### config.mk
export PLATFORM = sky130hd
export DESIGN_NAME = round_robin_task_table_scheduler_top
export DESIGN_NICKNAME = d
export VERILOG_FILES = /design/src/rrts_pkg.sv /design/src/rrts_cell.sv /design/src/round_robin_task_table_scheduler_top.sv
export SDC_FILE = /design/constraint.sdc
export NUM_CORES = 2
export LEC_CHECK = 0
export ABC_AREA = 1
export BUFFER_PORTS_ARGS = -buffer_cell sky130_fd_sc_hd__buf_2
export CAP_MARGIN = 10
export CORE_ASPECT_RATIO = 0.8
export CORE_MARGIN = 1.5
export CORE_UTILIZATION = 59
export CTS_CLUSTER_SIZE = 20
export DETAILED_ROUTE_END_ITERATION = 12
export GPL_ROUTABILITY_DRIVEN = 0
export MAX_ROUTING_LAYER = met4
export PLACE_DENSITY = 0.78
export SLEW_MARGIN = 40
export SYNTH_ARGS = -nofsm -noshare
export SYNTH_HDL_FRONTEND = slang
export SYNTH_HIERARCHICAL = 1
export SYNTH_SLANG_ARGS = --single-unit
### constraint.sdc
create_clock -name clock -period 2.99 [get_ports clock]
set_clock_uncertainty 0.05 [all_clocks]
set_input_delay 0.299 -clock clock [delete_from_list [all_inputs] [get_ports clock]]
set_output_delay 0.299 -clock clock [all_outputs]
set_load 0.01 [all_outputs]
### src/rrts_pkg.sv
// ----------------------------------------------------------------------------
// rrts_pkg
// Shared types, sizes and codes of the round-robin task table scheduler.
// ----------------------------------------------------------------------------
package rrts_pkg;

   localparam int SLOTS     = 16;
   localparam int ID_BITS   = 16;
   localparam int TICK_BITS = 32;
   localparam int SLOT_BITS = (SLOTS > 1) ? $clog2(SLOTS) : 1;
   localparam int CNT_BITS  = $clog2(SLOTS + 1);

   localparam logic [2:0] KIND_CREATE    = 3'd0;
   localparam logic [2:0] KIND_TERMINATE = 3'd1;
   localparam logic [2:0] KIND_TICK      = 3'd2;
   localparam logic [2:0] KIND_YIELD     = 3'd3;
   localparam logic [2:0] KIND_SLEEP     = 3'd4;

   localparam logic [1:0] STATUS_OK      = 2'd0;
   localparam logic [1:0] STATUS_REFUSED = 2'd1;
   localparam logic [1:0] STATUS_BUSY    = 2'd2;

   localparam logic [1:0] TS_READY      = 2'd0;
   localparam logic [1:0] TS_RUNNING    = 2'd1;
   localparam logic [1:0] TS_BLOCKED    = 2'd2;
   localparam logic [1:0] TS_TERMINATED = 2'd3;

   typedef struct packed {
      logic                 used;
      logic [ID_BITS-1:0]   id;
      logic [1:0]           state;
      logic [TICK_BITS-1:0] ticks;
      logic [TICK_BITS-1:0] wake;
   } entry_type;

   function automatic entry_type reset_entry(input int idx);
      entry_type e;
      e       = '0;
      if (idx < 2) begin
         e.used  = 1'b1;
         e.id    = ID_BITS'(idx);
         e.state = TS_RUNNING;
      end
      return e;
   endfunction

endpackage

### src/rrts_cell.sv
// ----------------------------------------------------------------------------
// rrts_cell
// One task table entry in the rotating ring; shifts toward the head on step.
// ----------------------------------------------------------------------------
module rrts_cell (
   input  logic                clock,
   input  logic                reset,
   input  logic                shift,
   input  rrts_pkg::entry_type rst_val,
   input  rrts_pkg::entry_type d_in,
   output rrts_pkg::entry_type q
);
   import rrts_pkg::*;

   entry_type entry_ff;

   always_ff @(posedge clock) begin
      if (reset) begin
         entry_ff <= rst_val;
      end else if (shift) begin
         entry_ff <= d_in;
      end
   end

   assign q = entry_ff;

endmodule

### src/round_robin_task_table_scheduler_top.sv
// ----------------------------------------------------------------------------
// round_robin_task_table_scheduler_top
// Task table held in a ring of cells rotating past one head processing unit.
// ----------------------------------------------------------------------------
// Create, terminate and tick take one ring rotation; yield and sleep take up
// to three rotations (one per pass, one slot per cycle past the head).
// Unknown kinds are refused without rotating the ring. One item at a time.
// Reset (synchronous): slots 0 and 1 in use and running, running id 1, next
// id 2, clock 0, scheduling disabled.
// ----------------------------------------------------------------------------
module round_robin_task_table_scheduler_top (
   input  logic        clock,
   input  logic        reset,
   input  logic        req_valid,
   output logic        req_stall,
   input  logic [2:0]  req_kind,
   input  logic [15:0] req_pid,
   input  logic [31:0] req_sleep_ticks,
   output logic        rsp_valid,
   input  logic        rsp_stall,
   output logic [1:0]  rsp_status,
   output logic [15:0] rsp_pid_out,
   output logic        rsp_switched,
   output logic [3:0]  rsp_from_slot,
   output logic [3:0]  rsp_to_slot,
   output logic [4:0]  rsp_active_count,
   input  logic        csr_valid,
   output logic        csr_ready,
   input  logic        csr_sched_enable
);
   import rrts_pkg::*;

   localparam logic [1:0] S_IDLE = 2'd0;
   localparam logic [1:0] S_RUN  = 2'd1;
   localparam logic [1:0] S_DONE = 2'd2;

   entry_type cell_q [SLOTS];
   entry_type head_next;

   logic [1:0]           state_ff, state_in;
   logic [1:0]           pass_ff, pass_in;
   logic [SLOT_BITS-1:0] step_ff, step_in;
   logic [2:0]           kind_ff;
   logic [15:0]          pid_ff;
   logic [TICK_BITS-1:0] dur_ff;
   logic                 found_ff, found_in;
   logic [SLOT_BITS-1:0] cur_ff, cur_in;
   logic                 bv_ff, bv_in;
   logic [SLOT_BITS-1:0] best_ff, best_in;
   logic [SLOT_BITS-1:0] bd_ff, bd_in;
   logic [ID_BITS-1:0]   bid_ff, bid_in;
   logic [1:0]           status_ff, status_in;
   logic                 sw_ff, sw_in;
   logic                 created_ff, created_in;
   logic [ID_BITS-1:0]   new_id_ff, new_id_in;
   logic [ID_BITS-1:0]   run_id_ff, run_id_in;
   logic [ID_BITS-1:0]   fresh_ff, fresh_in;
   logic [TICK_BITS-1:0] now_ff, now_in;
   logic [CNT_BITS-1:0]  cnt_ff, cnt_in;
   logic                 sched_ff;
   logic                 rsp_valid_ff;
   logic                 shift;
   logic                 last_step;
   logic                 accept;
   logic                 load_out;
   logic [SLOT_BITS:0]   gap_w;
   logic [SLOT_BITS-1:0] gap;
   entry_type            h, e;

   genvar gi;
   generate
      for (gi = 0; gi < SLOTS; gi++) begin : g_ring
         rrts_cell u_cell (
            .clock   (clock),
            .reset   (reset),
            .shift   (shift),
            .rst_val (reset_entry(gi)),
            .d_in    ((gi == SLOTS - 1) ? head_next : cell_q[(gi + 1) % SLOTS]),
            .q       (cell_q[gi])
         );
      end
   endgenerate

   assign accept    = req_valid && !req_stall;
   assign req_stall = (state_ff != S_IDLE);
   assign shift     = (state_ff == S_RUN);
   assign last_step = (step_ff == SLOT_BITS'(SLOTS - 1));
   assign load_out  = (state_ff == S_DONE) && (!rsp_valid_ff || !rsp_stall);
   assign csr_ready = 1'b1;
   assign h         = cell_q[0];

   always_comb begin
      if (step_ff > cur_ff) begin
         gap_w = {1'b0, step_ff} - {1'b0, cur_ff} - 1'b1;
      end else begin
         gap_w = {1'b0, step_ff} + (SLOT_BITS + 1)'(SLOTS) - {1'b0, cur_ff} - 1'b1;
      end
      gap = gap_w[SLOT_BITS-1:0];
   end

   always_comb begin
      state_in   = state_ff;
      pass_in    = pass_ff;
      step_in    = step_ff;
      found_in   = found_ff;
      cur_in     = cur_ff;
      bv_in      = bv_ff;
      best_in    = best_ff;
      bd_in      = bd_ff;
      bid_in     = bid_ff;
      status_in  = status_ff;
      sw_in      = sw_ff;
      created_in = created_ff;
      new_id_in  = new_id_ff;
      run_id_in  = run_id_ff;
      fresh_in   = fresh_ff;
      now_in     = now_ff;
      cnt_in     = cnt_ff;
      head_next  = h;
      e          = h;

      unique case (state_ff)
         S_IDLE: begin
            if (accept) begin
               pass_in    = 2'd0;
               step_in    = '0;
               found_in   = 1'b0;
               bv_in      = 1'b0;
               status_in  = STATUS_OK;
               sw_in      = 1'b0;
               created_in = 1'b0;
               state_in   = S_RUN;
               if (req_kind == KIND_TICK) begin
                  now_in = now_ff + 1'b1;
               end
               if (req_kind > KIND_SLEEP) begin
                  status_in = STATUS_REFUSED;
                  state_in  = S_DONE;
               end
            end
         end
         S_RUN: begin
            step_in = last_step ? '0 : step_ff + 1'b1;
            case (kind_ff)
               KIND_CREATE: begin
                  if (!h.used && !found_ff) begin
                     head_next       = '0;
                     head_next.used  = 1'b1;
                     head_next.id    = fresh_ff;
                     head_next.state = TS_READY;
                     found_in        = 1'b1;
                     created_in      = 1'b1;
                     new_id_in       = fresh_ff;
                     fresh_in        = fresh_ff + 1'b1;
                     cnt_in          = cnt_ff + 1'b1;
                  end
                  if (last_step) begin
                     status_in = found_in ? STATUS_OK : STATUS_REFUSED;
                     state_in  = S_DONE;
                  end
               end
               KIND_TERMINATE: begin
                  if (h.used && h.id == ID_BITS'(pid_ff) && !found_ff) begin
                     found_in = 1'b1;
                     if (pid_ff > 16'd1) begin
                        head_next.state = TS_TERMINATED;
                        head_next.used  = 1'b0;
                        cnt_in          = cnt_ff - 1'b1;
                     end
                  end
                  if (last_step) begin
                     status_in = (found_in && pid_ff > 16'd1) ? STATUS_OK : STATUS_REFUSED;
                     state_in  = S_DONE;
                  end
               end
               KIND_TICK: begin
                  if (h.used && h.id == run_id_ff && !found_ff) begin
                     found_in        = 1'b1;
                     head_next.ticks = h.ticks + 1'b1;
                  end
                  if (h.used && h.state == TS_BLOCKED && h.wake != '0 && now_ff >= h.wake) begin
                     head_next.state = TS_READY;
                     head_next.wake  = '0;
                  end
                  if (last_step) begin
                     state_in = S_DONE;
                  end
               end
               default: begin
                  if (pass_ff == 2'd0) begin
                     if (h.used && h.id == run_id_ff && !found_ff) begin
                        found_in = 1'b1;
                        cur_in   = step_ff;
                     end
                     if (last_step) begin
                        pass_in = 2'd1;
                        if (!found_in) begin
                           cur_in = '0;
                        end
                        if (kind_ff == KIND_SLEEP) begin
                           if (!found_in || run_id_ff <= ID_BITS'(1)) begin
                              status_in = STATUS_BUSY;
                              state_in  = S_DONE;
                           end
                        end else if (!sched_ff) begin
                           state_in = S_DONE;
                        end
                     end
                  end else if (pass_ff == 2'd1) begin
                     if (kind_ff == KIND_SLEEP && step_ff == cur_ff) begin
                        head_next.state = TS_BLOCKED;
                        head_next.wake  = now_ff + dur_ff;
                     end
                     e = head_next;
                     if (e.used && e.state == TS_READY && (!bv_ff || gap < bd_ff)) begin
                        bv_in   = 1'b1;
                        best_in = step_ff;
                        bd_in   = gap;
                        bid_in  = e.id;
                     end
                     if (last_step) begin
                        pass_in = 2'd2;
                        if (!sched_ff || !bv_in || best_in == cur_ff) begin
                           state_in = S_DONE;
                        end
                     end
                  end else begin
                     if (step_ff == cur_ff && h.state == TS_RUNNING) begin
                        head_next.state = TS_READY;
                     end
                     if (step_ff == best_ff) begin
                        head_next.state = TS_RUNNING;
                     end
                     if (last_step) begin
                        run_id_in = bid_ff;
                        sw_in     = 1'b1;
                        state_in  = S_DONE;
                     end
                  end
               end
            endcase
         end
         S_DONE: begin
            if (load_out) begin
               state_in = S_IDLE;
            end
         end
         default: begin
            state_in = S_IDLE;
         end
      endcase
   end

   always_ff @(posedge clock) begin
      if (reset) begin
         state_ff     <= S_IDLE;
         pass_ff      <= 2'd0;
         step_ff      <= '0;
         run_id_ff    <= ID_BITS'(1);
         fresh_ff     <= ID_BITS'(2);
         now_ff       <= '0;
         cnt_ff       <= CNT_BITS'(2);
         sched_ff     <= 1'b0;
         rsp_valid_ff <= 1'b0;
      end else begin
         state_ff  <= state_in;
         pass_ff   <= pass_in;
         step_ff   <= step_in;
         run_id_ff <= run_id_in;
         fresh_ff  <= fresh_in;
         now_ff    <= now_in;
         cnt_ff    <= cnt_in;
         if (csr_valid && csr_ready) begin
            sched_ff <= csr_sched_enable;
         end
         if (load_out) begin
            rsp_valid_ff <= 1'b1;
         end else if (!rsp_stall) begin
            rsp_valid_ff <= 1'b0;
         end
      end
   end

   always_ff @(posedge clock) begin
      found_ff   <= found_in;
      cur_ff     <= cur_in;
      bv_ff      <= bv_in;
      best_ff    <= best_in;
      bd_ff      <= bd_in;
      bid_ff     <= bid_in;
      status_ff  <= status_in;
      sw_ff      <= sw_in;
      created_ff <= created_in;
      new_id_ff  <= new_id_in;
      if (accept) begin
         kind_ff <= req_kind;
         pid_ff  <= req_pid;
         dur_ff  <= TICK_BITS'(req_sleep_ticks);
      end
      if (load_out) begin
         rsp_status       <= status_ff;
         rsp_pid_out      <= 16'(created_ff ? new_id_ff : run_id_ff);
         rsp_switched     <= sw_ff;
         rsp_from_slot    <= sw_ff ? 4'(cur_ff) : 4'd0;
         rsp_to_slot      <= sw_ff ? 4'(best_ff) : 4'd0;
         rsp_active_count <= 5'(cnt_ff);
      end
   end

   assign rsp_valid = rsp_valid_ff;

endmodule
# [Yosys cells after proc, flatten, opt, wreduce, memory -nomap -nowiden]
# Index checks and enable logic that the tools add are counted.
[totals] ff_bits=1540 inputBits=57 out_inout_bits=35 word_cells=332
[op_classes] n_addsub=12 order_cmp=6 n_eq_ne=43 muxes=107 bitwise_logic=3 n_reduce_logical=53
[op_table] op="two-way mux 32 bit" count=5
[op_table] op="case mux 32 bit (3 select lines)" count=1
[op_table] op="two-way mux 83 bit" count=1
[op_table] op="two-way mux 2 bit" count=37
[op_table] op="adder 32 x 1 -> 32 bit (second input constant)" count=2
[op_table] op="case mux 32 bit (2 select lines)" count=1
[op_table] op="two-way mux 4 bit" count=11
[op_table] op="two-way mux 1 bit" count=33
[op_table] op="adder 32 bit" count=1
[op_table] op="== test 16 bit" count=2
[op_table] op="greater-or-equal comparator 32 bit" count=1
[op_table] op="two-way mux 16 bit" count=2
[op_table] op="nonzero test 32 bit" count=1
[op_table] op="inequality test 2 bit (second input constant)" count=13
[op_table] op="inequality test 4 bit (second input constant)" count=5
[op_table] op="inequality test 5 bit (second input constant)" count=4
[op_table] op="AND reduction 5 bit" count=4
[op_table] op="case mux 2 bit (3 select lines)" count=3
[op_table] op="adder 16 x 1 -> 16 bit (second input constant)" count=1
[op_table] op="greater-than comparator 16 x 1 -> 1 bit (second input constant)" count=1
[op_table] op="<= comparator 16 x 1 -> 1 bit (second input constant)" count=1
[op_table] op="logical AND 1 bit" count=15
[op_table] op="two-way mux 5 bit" count=3
[op_table] op="inequality test 3 bit (second input constant)" count=5
[op_table] op="other kinds (34)" count=71

# [Depth between registers and ports, before layout]
[logic_depth] ltp_word=24 depth_mapped=22 mapped_depth_nobuf=22

# [Hierarchy]
# Netlist, hierarchy kept.
[by_module_without_submodules] module="rrts_cell" n_inst=16 cells_per_inst=352 area_each_um2=3562.2 seq_area_each_um2=2492.4
[by_module_without_submodules] module="round_robin_task_table_scheduler_top" n_inst=1 cells_per_inst=2208 area_each_um2=15661.3 seq_area_each_um2=5575.3

# [Worst setup path after synthesis]
# Ideal clock, no wire load.
[synth_timing] path_type="register to register" from="reg cur_ff[1]" to="reg bd_ff[0] (enable)" setup_time_ns=0.397 arrival_ns=2.840 required_ns=2.543 setup_slack_ns=-0.297 path_stages_with_launch=13 path_buffers=0 synth_period_minus_slack_ns=3.287 cell_sequence="edfxtp_1 > inv_1 > ha_1 > nand2_1 > o21ai_0 > xnor2_1 > inv_1 > ha_1 > a21oi_1 > nand2_1 > nand2_1 > nand2_2 > nor2_1"
[synth_via] word_cells_on_any_way=19 cone_classes="4 x add/sub; 2 x order compare; 1 x eq/ne; 6 x mux; 6 x reduce/logical"
[synth_lines] element="from (decl)" line="round_robin_task_table_scheduler_top.sv:47" source="logic [SLOT_BITS-1:0] cur_ff, cur_in;"
[synth_lines] element="from (signal assigned)" line="round_robin_task_table_scheduler_top.sv:286" source="cur_ff <= cur_in;"
[synth_lines] element="subtractor 4 bit, on equally long branches" line="round_robin_task_table_scheduler_top.sv:96, round_robin_task_table_scheduler_top.sv:94"
[synth_lines] element="subtractor 4 x 1 -> 4 bit, on equally long branches" line="round_robin_task_table_scheduler_top.sv:96, round_robin_task_table_scheduler_top.sv:94"
[synth_lines] element="two-way mux 4 bit *" line="round_robin_task_table_scheduler_top.sv:93" source="if (step_ff > cur_ff) begin"
[synth_lines] element="net gap_w[3]" line="round_robin_task_table_scheduler_top.sv:66" source="logic [SLOT_BITS:0] gap_w;"
[synth_lines] element="less-than comparator 4 bit *" line="round_robin_task_table_scheduler_top.sv:215" source="if (e.used && e.state == TS_READY && (!bv_ff || gap < bd_ff)) begin"
[synth_lines] element="logical OR 1 bit *" line="round_robin_task_table_scheduler_top.sv:215"
[synth_lines] element="logical AND 1 bit *" line="round_robin_task_table_scheduler_top.sv:215"
[synth_lines] element="AND reduction 5 bit (no source line) *"
[synth_lines] element="to (signal assigned)" line="round_robin_task_table_scheduler_top.sv:289" source="bd_ff <= bd_in;"
[synth_lines] element="to (decl)" line="round_robin_task_table_scheduler_top.sv:50" source="logic [SLOT_BITS-1:0] bd_ff, bd_in;"
# Mark *: on every way through the listed nets, which the timed path passes. The rest lies on a longest branch. The select of a mux whose other input is x is not followed.
# A chain may end at the register's enable or synchronous reset.

==> metrics.md <==
| Metric | Value |
|---|---|
| Max VDD drop | `0.000557 V` |
| # rows | `94` |
| CTS tree | `built` |
| Clock Tree Buf Depth | `3` |
| Initial antenna violation count | `0` |
| Cells after Synth | `5,446` |
| # setup viols final | `0` |
| Worst slew margin | `41.3%` |
| Max Clk Rate | `339 MHz` |
| Period utilization | `98.6%` |
| Synth Area per Inst | `9.11 um^2` |
| Root buffer cell | `clkbuf_16` |
| Crit path kind | `reg2reg` |
| Pwr Density | `625 nW/um^2` |
| Met3 usage | `5.95%` |
| CP startpoint kind | `flop` |
| Min-delay worst type | `in2reg` |
| ANT cells | `0` |
| Largest net degree at the start of global routing | `90` |
| Die Y | `262 um` |
| Pre-Repair DR Iteration Count | `8` |
| Via count | `38,393` |
| Post-DRT Antenna Nets | `0` |
| Die width | `327 um` |
| CP endpoint kind | `flop` |
| 1st-iter DRT viols | `4,840` |
| RSZ-0062 raised after global routing | `true` |
| Most crowded layer after global routing | `met2` |
| Vias in the first global route | `35,737` |
| Grt total ovfl | `0` |
| Slew Viols, Final | `0` |
| Clock Sink Count | `1,028` |
| RR Startpoint | `g_ring[0].u_cell/q[18]` |
| Most common cell after layout, fill and taps aside | `nand2_1` |
| Via/cell ratio | `5.10` |
| Cell Area, Placed | `53,800 um^2` |
| Layout overhead on the synthesized area | `16.7%` |
| Worst-Margin Slew | `0.872 ns` |
| First-pass GRT wire length | `188 mm` |
| R2r setup slk | `0.04 ns` |
| Drt wl/cell | `15.9 um` |
| HPWL after DPL | `80.3 mm` |
| Fillers | `6,139` |
| Cells on worst reg2reg path | `16` |
| Share of layout cells above drive strength 1 | `7.35%` |
| Port bufs | `90` |
| Worst setup path startpoint | `g_ring[0].u_cell/q[18]` |
| Post-place setup slack | `0.0170 ns` |
| Yosys warnings | `6` |
| Most frequent cells in the layout | `nand2_1, edfxtp_1, conb_1, inv_1, nand3_1` |
| Core Region | `82,800 um^2` |
| M2 GR Usage | `43.0%` |
| Clock Latency Late Sink | `0.67 ns` |
| Fin cells | `7,528` |
| DRC | `0` |
| GRT Total Usage | `28.4%` |
| GR Layer Usage met1 | `39.4%` |
| Final setup margin | `0.0432 ns` |
| Final Hold Viols | `0` |
| Initial core utilization | `59.9%` |
| CTS Buf Count | `100` |
| Placed insts | `7,280` |
| Cell area after layout | `57,900 um^2` |
| Status | `finished, final reports clean` |
| Worst-path clk slew | `0.06 ns` |
| Worst setup endpoint | `g_ring[15].u_cell/q[21]` |
| Leak | `27.0 nW` |
| Crit Reg-Reg Endpoint | `g_ring[15].u_cell/q[21]` |
| CP max FO | `8` |
| H-Tree Depth | `3` |
| Arr. time, crit path | `3.44 ns` |
| Setup Total Neg Slack | `0 ns` |
| Synth Cell Area | `49,600 um^2` |
| Routed wire length | `120 mm` |
| CP required | `3.48 ns` |
| Period minus WS final | `2.95 ns` |
| Die area | `85,800 um^2` |
| Max_cap viols | `0` |
| Ports | `92` |
| Final nets | `6,477` |
## layout make-up
class	count	area [um^2]	share of cell area [%]
flip-flops and latches	1028	30100	51.9
repair buffers	258	2130	3.68
inverters	279	1080	1.86
clock buffers	125	2690	4.65
multi-input cells	4675	20000	34.5
well taps	1104	1380	2.39
clock inverters	59	571	0.985
## flip-flops by register name (all words and copies together) (netlist names), 5 cells and up
name	cells
bid_ff	16
cnt_ff	5
pid_ff	16
fresh_ff	16
g_ring.u_cell/q	816
now_ff	32
rsp_active_count	5
new_id_ff	16
run_id_ff	16
dur_ff	32
rsp_pid_out	16
## metal layers
metal	routed length (um)	share of wire, %
met1	50000	42
met3	11900	9.9
met4	2740	2.3
met2	55000	46
met5	0	0
## power by group
part | switching [W] | total (W) | leakage (nW) | internal, W
clock | 0.00548 | 0.0127 | 1.59 | 0.00724
combinational | 0.00323 | 0.00459 | 15.2 | 0.00136
sequential | 0.000825 | 0.0189 | 10.2 | 0.0181
total | 0.00954 | 0.0362 | 27.0 | 0.0267
## critical path, stage by stage (launching register included)
cell       delay (ns)
edfxtp_1         0.50
inv_1            0.12
ha_1             0.28
nand2_1          0.12
o21ai_0          0.11
nand2_1          0.07
nand3_1          0.07
a21oi_1          0.35
nand3_2          0.14
nand2_4          0.16
clkbuf_16        0.18
nand3_1          0.07
nand3_1          0.09
nor2_1           0.04
nor2_1           0.22
nand2_1          0.12
nand2_1          0.10
## stage by stage
step / utilization [%] / hold WS (ns) / power (W)
after floorplan: - / 0.348 / 0.0219
after global placement: 65.0 / 0.373 / 0.0234
after detailed placement: 65.0 / 0.368 / 0.0235
after CTS: 69.6 / 0.238 / 0.0361
after global routing: 69.9 / 0.261 / 0.0376
final: 69.9 / 0.281 / 0.0362
## how the worst min path moves through the flow
stage                         from       endpoint  cells after the start
2_1_floorplan   req_sleep_ticks[0]      dur_ff[0]                      0
3_3_place_gp          fresh_ff[13]  new_id_ff[13]                      0
3_5_place_dp           fresh_ff[2]   new_id_ff[2]                      0
4_1_cts        req_sleep_ticks[22]     dur_ff[22]                      2
5_1_grt        req_sleep_ticks[22]     dur_ff[22]                      2
6_report       req_sleep_ticks[19]     dur_ff[19]                      2
## repair_timing
action,CTS,global route
buffers inserted,0,7
hold buffers,55,0
endpoints found under the setup margin,1,52
endpoints found under the hold margin,66,0
resized for setup,1,47
cloned,0,2
pin swaps,0,13
No activity file was read; power rests on OpenSTA's default activity.
